### src/rtl/mm_pkg.sv
`default_nettype none
// ----------------------------------------------------------------------------
// mm_pkg
// Shared types, constants and helpers for the fixed-point matrix multiply core.
// ----------------------------------------------------------------------------
package mm_pkg;

  localparam int MaxDim   = 8;
  localparam int IdxW     = $clog2(MaxDim);
  localparam int DimW     = 4;
  localparam int DataW    = 32;
  localparam int FracBits = 16;
  localparam int ProdW    = 2 * DataW;
  localparam int AccW     = ProdW + IdxW + 1;
  localparam int CellCntW = $clog2(MaxDim + 1);

  typedef enum logic [1:0] {
    CMD_WR_LEFT  = 2'd0,
    CMD_WR_RIGHT = 2'd1,
    CMD_START    = 2'd2,
    CMD_NOP      = 2'd3
  } cmd_t;

  typedef enum logic [1:0] {
    REG_LEFT_ROWS  = 2'd0,
    REG_LEFT_COLS  = 2'd1,
    REG_RIGHT_ROWS = 2'd2,
    REG_RIGHT_COLS = 2'd3
  } reg_idx_t;

  typedef enum logic [2:0] {
    ST_IDLE,
    ST_LOAD,
    ST_DRAIN,
    ST_ERROR,
    ST_EMIT
  } state_t;

  typedef struct packed {
    logic             clear;
    logic             mac_en;
    logic             shift_en;
  } cell_ctrl_t;

  function automatic logic [CellCntW-1:0] clamp_dim(input logic [DimW-1:0] d);
    logic [CellCntW-1:0] r;
    if (d == '0) r = CellCntW'(1);
    else if (d > DimW'(MaxDim)) r = CellCntW'(MaxDim);
    else r = CellCntW'(d);
    return r;
  endfunction

  function automatic logic [DataW-1:0] round_sat(input logic signed [AccW-1:0] acc);
    logic signed [AccW-1:0] t;
    logic signed [AccW-1:0] maxv;
    logic signed [AccW-1:0] minv;
    logic [DataW-1:0]       r;
    maxv = AccW'(signed'({1'b0, {(DataW-1){1'b1}}}));
    minv = -maxv - AccW'(1);
    if (FracBits > 0) t = (acc + (AccW'(1) <<< (FracBits - 1))) >>> FracBits;
    else t = acc;
    if (t > maxv) r = maxv[DataW-1:0];
    else if (t < minv) r = minv[DataW-1:0];
    else r = t[DataW-1:0];
    return r;
  endfunction

endpackage

`default_nettype wire

### src/rtl/mm_cell.sv
`default_nettype none
// ----------------------------------------------------------------------------
// mm_cell
// One column lane: multiply-accumulate of a broadcast left value with a right
// value, and a shift stage that hands finished sums to the next cell.
// ----------------------------------------------------------------------------
module mm_cell (
  input  wire                                clk,
  input  wire mm_pkg::cell_ctrl_t            ctrl,
  input  wire logic signed [mm_pkg::DataW-1:0] a_in,
  input  wire logic signed [mm_pkg::DataW-1:0] b_in,
  input  wire logic signed [mm_pkg::AccW-1:0]  shift_in,
  output logic signed [mm_pkg::AccW-1:0]       shift_out
);
  import mm_pkg::*;

  logic signed [ProdW-1:0] prod_r;
  logic                    prod_v_r;
  logic signed [AccW-1:0]  acc_r;

  always_ff @(posedge clk) begin
    prod_r   <= a_in * b_in;
    prod_v_r <= ctrl.mac_en;
    if (ctrl.clear) begin
      acc_r <= '0;
    end else if (prod_v_r) begin
      acc_r <= acc_r + AccW'(prod_r);
    end else if (ctrl.shift_en) begin
      acc_r <= shift_in;
    end
  end

  assign shift_out = acc_r;

endmodule

`default_nettype wire

### config.mk
export PLATFORM = sky130hd
export DESIGN_NAME = mm_cell
export DESIGN_NICKNAME = d
export VERILOG_FILES = /design/src/rtl/mm_pkg.sv /design/src/rtl/mm_cell.sv
export SDC_FILE = /design/constraint.sdc
export NUM_CORES = 2
export LEC_CHECK = 0
export BUFFER_PORTS_ARGS = -buffer_cell sky130_fd_sc_hd__buf_2
export CAP_MARGIN = 10
export CORE_MARGIN = 5
export CORE_UTILIZATION = 60
export CTS_CLUSTER_SIZE = 12
export DETAILED_ROUTE_END_ITERATION = 8
export PLACE_DENSITY = 0.88
export RECOVER_POWER = 100
export SLEW_MARGIN = 20
export SYNTH_ARGS = -nofsm -noshare
export SYNTH_HDL_FRONTEND = slang
export SYNTH_SLANG_ARGS = --single-unit
### constraint.sdc
create_clock -name clk -period 22.4 [get_ports clk]
set_clock_uncertainty 0.05 [all_clocks]
set_input_delay 2.24 -clock clk [delete_from_list [all_inputs] [get_ports clk]]
set_output_delay 2.24 -clock clk [all_outputs]
set_load 0.02 [all_outputs]
# ---- Yosys cells after proc, flatten, opt, wreduce, memory -nomap -nowiden
# Cells that the tools add are included.
dict set report totals {
  in_bits 136
  output_inout_bits 68
  reg_bits 133
}
dict set report op_classes {
  reduce_logical 1
  mul 1
  muxes 2
  addsub 1
}
# op count
set op_table {}
lappend op_table {{68-bit two-way mux} 2}
lappend op_table {{68-bit by 64-bit adder with 68-bit output} 1}
lappend op_table {{32-bit by 32-bit multiplier with 64-bit output} 1}
lappend op_table {{2-bit nonzero test} 1}

# ---- Depth between registers and ports, before layout
dict set report depth {
  word_depth 2
  ltp_mapped 28
  mapped_depth_nobuf 27
}

# ---- Least setup slack after synthesis
# Ideal clock, no wire load.
dict set report synth_timing {
  path_kind {input to register}
  startpoint {in a_in[31] in the netlist's numbering}
  endpoint {reg prod_r[62]}
  setup_ps 58
  path_slack_ps 12916
  path_buffers 1
  required_time_ps 22292
  path_stages 27
  arrival_time_ps 9376
  cell_sequence {clkbuf_1 -> nand2_1 -> inv_1 -> fa_1 -> inv_1 -> fa_1 -> inv_1 -> fa_1 -> fa_1 -> inv_1 -> fa_1 -> inv_1 -> fa_1 -> inv_1 -> fa_1 -> inv_1 -> fa_1 -> ha_1 -> a21o_1 -> a21o_1 -> a21oi_1 -> nor2b_1 -> o21ai_0 -> nand2b_1 -> a21o_1 -> a2111oi_0 -> a211o_1}
}
dict set report synth_via {
  elab_chain_cells 1
}
# element line_no
set synth_rtl {}
lappend synth_rtl {{start: declaration} mm_cell.sv:10} ;# input wire logic signed [mm_pkg::DataW-1:0] a_in,
lappend synth_rtl {{32-bit by 32-bit multiplier with 64-bit output} mm_cell.sv:22} ;# prod_r <= a_in * b_in;
lappend synth_rtl {{end signal: assignment} mm_cell.sv:22}
lappend synth_rtl {{end: declaration} mm_cell.sv:17} ;# logic signed [ProdW-1:0] prod_r;
# No other way between the ends.
# A chain may end at the register's enable or synchronous reset.

# ---- Final worst setup path
dict set report layout_timing {
  startpoint {in b_in[0] in the netlist's numbering}
  endpoint {reg prod_r[62]}
}
dict set report layout_via {
  elab_chain_cells 1
}
# element line_no
set layout_rtl {}
lappend layout_rtl {{start: declaration} mm_cell.sv:11} ;# input wire logic signed [mm_pkg::DataW-1:0] b_in,
lappend layout_rtl {{32-bit by 32-bit multiplier with 64-bit output} mm_cell.sv:22}
# No other way between the ends.

==> impl_metrics.prom <==
# TYPE chip_impl_metric gauge
chip_impl_info{name="run_status",value="complete, but fails checks"} 1
chip_impl_info{name="violations",value="capacitance limit, slew limit"} 1
chip_impl_metric{name="cts-resized-gates",unit=""} 0
chip_impl_metric{name="dp_hpwl",unit="mm"} 94.3
chip_impl_metric{name="num-fill-cells",unit=""} 5578
chip_impl_metric{name="io-pin-count",unit=""} 204
chip_impl_info{name="rsz0062_at_grt",value="false"} 1
chip_impl_info{name="ys.flop_type",value="dfxtp_1"} 1
chip_impl_metric{name="residual_drc_count",unit=""} 0
chip_impl_metric{name="required",unit="ps"} 22660
chip_impl_metric{name="final.min_clock_period",unit="ps"} 10920
chip_impl_metric{name="detailedRoute.firstIterationViolations",unit=""} 2501
chip_impl_metric{name="fin_nets",unit=""} 6252
chip_impl_metric{name="wire_length_of_the_first_global_routing_pass",unit="mm"} 189
chip_impl_info{name="start_kind",value="input port"} 1
chip_impl_metric{name="dieWidth",unit="um"} 282
chip_impl_metric{name="drive_gt1_share",unit="%"} 4.36
chip_impl_metric{name="synth_sequential_area_ratio",unit="%"} 5.99
chip_impl_metric{name="timing.fmax",unit="GHz"} 0.0916
chip_impl_metric{name="slew_headroom",unit="%"} -231
chip_impl_metric{name="gr-usage-all-layers",unit="%"} 29.7
chip_impl_metric{name="io_buffer_count",unit=""} 203
chip_impl_metric{name="final-hold-violation-count",unit=""} 0
chip_impl_metric{name="avgSynthCellArea",unit="um2"} 9.25
chip_impl_info{name="critical_path.cell_chain",value="clkbuf_1, and2_0, fa_1, inv_1, fa_1, fa_1, fa_1, inv_1, fa_1, fa_1, fa_1, fa_1, ha_1, nand2_1, o211ai_1, a21oi_1, a2111oi_0, nand3_1, a211oi_1, o31ai_1, o211ai_1, a2111oi_0, a211o_1"} 1
chip_impl_metric{name="multi_input_area",unit="um2"} 37000
chip_impl_metric{name="cts_num_sinks",unit=""} 133
chip_impl_metric{name="number_of_routed_nets_with_antenna_violations",unit=""} 0
chip_impl_metric{name="synth.net_count",unit=""} 6276
chip_impl_metric{name="detail_route.vias_per_cell",unit=""} 5.84
chip_impl_metric{name="clk_pin_slew",unit="ps"} 60
chip_impl_metric{name="routed_wl",unit="mm"} 115
chip_impl_metric{name="critical_path_arrival",unit="ps"} 11180
chip_impl_metric{name="htree_levels",unit=""} 4
chip_impl_info{name="hold_path_class",value="flop to flop"} 1
chip_impl_info{name="worstReg2RegStart",value="shift_out[0]"} 1
chip_impl_metric{name="mappedNetlistArea",unit="um2"} 44400
chip_impl_info{name="final_cell_mix",value="fa_1 (1,083), inv_1 (1,008), nand2_1 (561)"} 1
chip_impl_metric{name="grt_start_max_net_pins",unit=""} 97
chip_impl_info{name="layout.cells.most_common",value="fa_1"} 1
chip_impl_metric{name="numCtsBuffers",unit=""} 17
chip_impl_metric{name="cap_viol_max_count",unit=""} 2
chip_impl_metric{name="worst_pin_slew",unit="ps"} 4970
chip_impl_metric{name="core_area",unit="um2"} 73200
chip_impl_metric{name="regArea",unit="um2"} 2660
chip_impl_metric{name="ys_types",unit=""} 81
chip_impl_metric{name="postSynthRegisterBits",unit=""} 133
chip_impl_info{name="critical_path.startpoint",value="b_in[0]"} 1
chip_impl_metric{name="critical_path_peak_fanout",unit=""} 32
chip_impl_metric{name="grt_overflow",unit=""} 0
chip_impl_metric{name="setup_viol_count_final",unit=""} 0
chip_impl_metric{name="yosysWarnings",unit=""} 0
chip_impl_info{name="cp_top_family",value="adder cells"} 1
chip_impl_metric{name="synth-edff-count",unit=""} 0
chip_impl_metric{name="clk-insertion-delay-late",unit="ps"} 430
chip_impl_metric{name="cts_hold_repair.buffers",unit=""} 0
chip_impl_metric{name="floorplan.rows",unit=""} 99
chip_impl_metric{name="num_vias",unit=""} 33649
chip_impl_metric{name="place_congestion",unit=""} 0.945
chip_impl_info{name="cp-end-kind",value="flop"} 1
chip_impl_metric{name="layout-area-overhead-vs-synth",unit="%"} 4.10
chip_impl_metric{name="fin_setup_tns",unit="ps"} 0
chip_impl_metric{name="synth_async_sr_flop_share",unit="%"} 0
chip_impl_info{name="timing.critical_path.mode_cell",value="fa_1"} 1
chip_impl_metric{name="postSynthCellCount",unit=""} 4806
chip_impl_info{name="cpMaxStageDelayCell",value="clkbuf_1"} 1
chip_impl_info{name="setup.worst_path.class",value="input port to flop"} 1
chip_impl_info{name="ctsRootBufferMaster",value="clkbuf_16"} 1
chip_impl_metric{name="final_cycle_utilization_of_the_critical_path",unit="%"} 48.7
chip_impl_metric{name="detailedRoute.firstPassIterationCount",unit=""} 6
chip_impl_metric{name="max_slew_violation_count",unit=""} 130
chip_impl_metric{name="antenna_found_initial",unit=""} 12
chip_impl_metric{name="start_util",unit="%"} 60.7
chip_impl_metric{name="dieHeight",unit="um"} 282
chip_impl_metric{name="floorplan.die_area",unit="um2"} 79600
chip_impl_metric{name="first_global_vias",unit=""} 37303
chip_impl_info{name="timing.hold.worst.start",value="shift_out[9]"} 1
chip_impl_metric{name="critical-path-max-stage-delay",unit="ps"} 1090
chip_impl_metric{name="postCtsSetupRepairBufs",unit=""} 0
chip_impl_info{name="cts_tree",value="done"} 1
chip_impl_metric{name="routed_wire_length_per_instance",unit="um"} 20.0
chip_impl_metric{name="cts-root-to-sink-buffers",unit=""} 2
chip_impl_metric{name="critical_path_buf_inv_count",unit=""} 3
per-layer routing:
layer  global-route usage [%]  routed length, um  vias up  part of all wire, %
met2                     52.5              59400     1639                   52
li1                         -                  -    14433                    -
met4                     18.3               8840        4                  7.7
met3                     3.95               7580      535                  6.6
met5                        0                 27        -                0.023
met1                     34.5              39500    17038                   34
stage by stage:
stage	hold slack (ps)	setup slack, ps	area [um2]	util [%]	cells
finish	542	11480	46300	63.2	5762
global route	563	11050	46200	63.2	5756
CTS	541	12340	46400	63.3	5753
detailed placement	528	11900	45700	62.5	5722
global placement	515	12150	45700	62.5	5722
floorplan	496	12920	44400	-	4806
final cells by class:
class                   instances  share of cell area, %
multi-input cells            3409                   79.9
diodes                          9                 0.0487
well taps                     959                   2.59
repair buffers                212                   2.15
clock inverters                10                  0.319
clock buffers                  21                   1.02
inverters                    1009                   8.19
flip-flops and latches        133                   5.76
worst paths after layout:
kind / depth (start not counted) / slack (ps) / to
max: 23 / 11480 / prod_r[62]
min: 2 / 540 / shift_out[9]
max reg2reg: 13 / 18680 / shift_out[48]
min reg2reg: 2 / 540 / shift_out[9]
worst reg2reg max path, cell delays in order, from the launching register on:
cell and delay [ps]:
dfxtp_1 360, ha_1 200, inv_1 60, fa_1 380
nand2b_1 190, a21oi_1 380, o2111ai_1 270, nand4_1 260
a311oi_1 160, a311o_1 380, o31ai_1 350, a21oi_1 160
xor2_1 180, a211oi_1 250
synthesized netlist by cell type, types with 7 or more instances:
| master | instances | area (um2) |
|---|---|---|
| o21bai_1 | 28 | 210 |
| a21o_1 | 85 | 638 |
| a211oi_1 | 87 | 653 |
| a211o_1 | 7 | 61.3 |
| o21ai_0 | 56 | 280 |
| o31ai_1 | 7 | 52.6 |
| xor2_1 | 34 | 298 |
| nor2_1 | 113 | 424 |
| mux2i_1 | 40 | 400 |
| fa_1 | 1083 | 21700 |
| a31oi_1 | 21 | 131 |
| nand2_1 | 561 | 2110 |
| and3_1 | 13 | 81.3 |
| o22ai_1 | 8 | 50.1 |
| buf_2 | 11 | 55.1 |
| and2_1 | 527 | 3300 |
| o211ai_1 | 11 | 82.6 |
| nor2b_1 | 41 | 257 |
| nand3_1 | 35 | 175 |
| clkbuf_1 | 237 | 890 |
| o21a_1 | 10 | 75.1 |
| a21oi_1 | 131 | 656 |
| xnor2_1 | 90 | 788 |
| nand4_1 | 21 | 131 |
| nand2b_1 | 22 | 138 |
| inv_1 | 1008 | 3780 |
| ha_1 | 251 | 3140 |
| nor3_1 | 21 | 105 |
| dfxtp_1 | 133 | 2660 |
registers in the layout, summed over array words and instances (netlist names):
name,count
prod_v_r,1
prod_r,64
shift_out,68
kinds of logic (layout without fill, tap and decap cells):
logic type	Yosys count	after routing	share of synthesized area, %
compound gates	524	524	8.34
xor+xnor	124	124	2.44
fa+ha+maj	1334	1334	55.9
buf+inv	1264	1252	10.7
flops	133	133	5.99
mux	41	41	0.926
other cells	0	9	0
simple gates	1386	1386	15.7
Power is not shown: default switching activity piles up to over one toggle a cycle in this logic, so the estimate is an artifact.
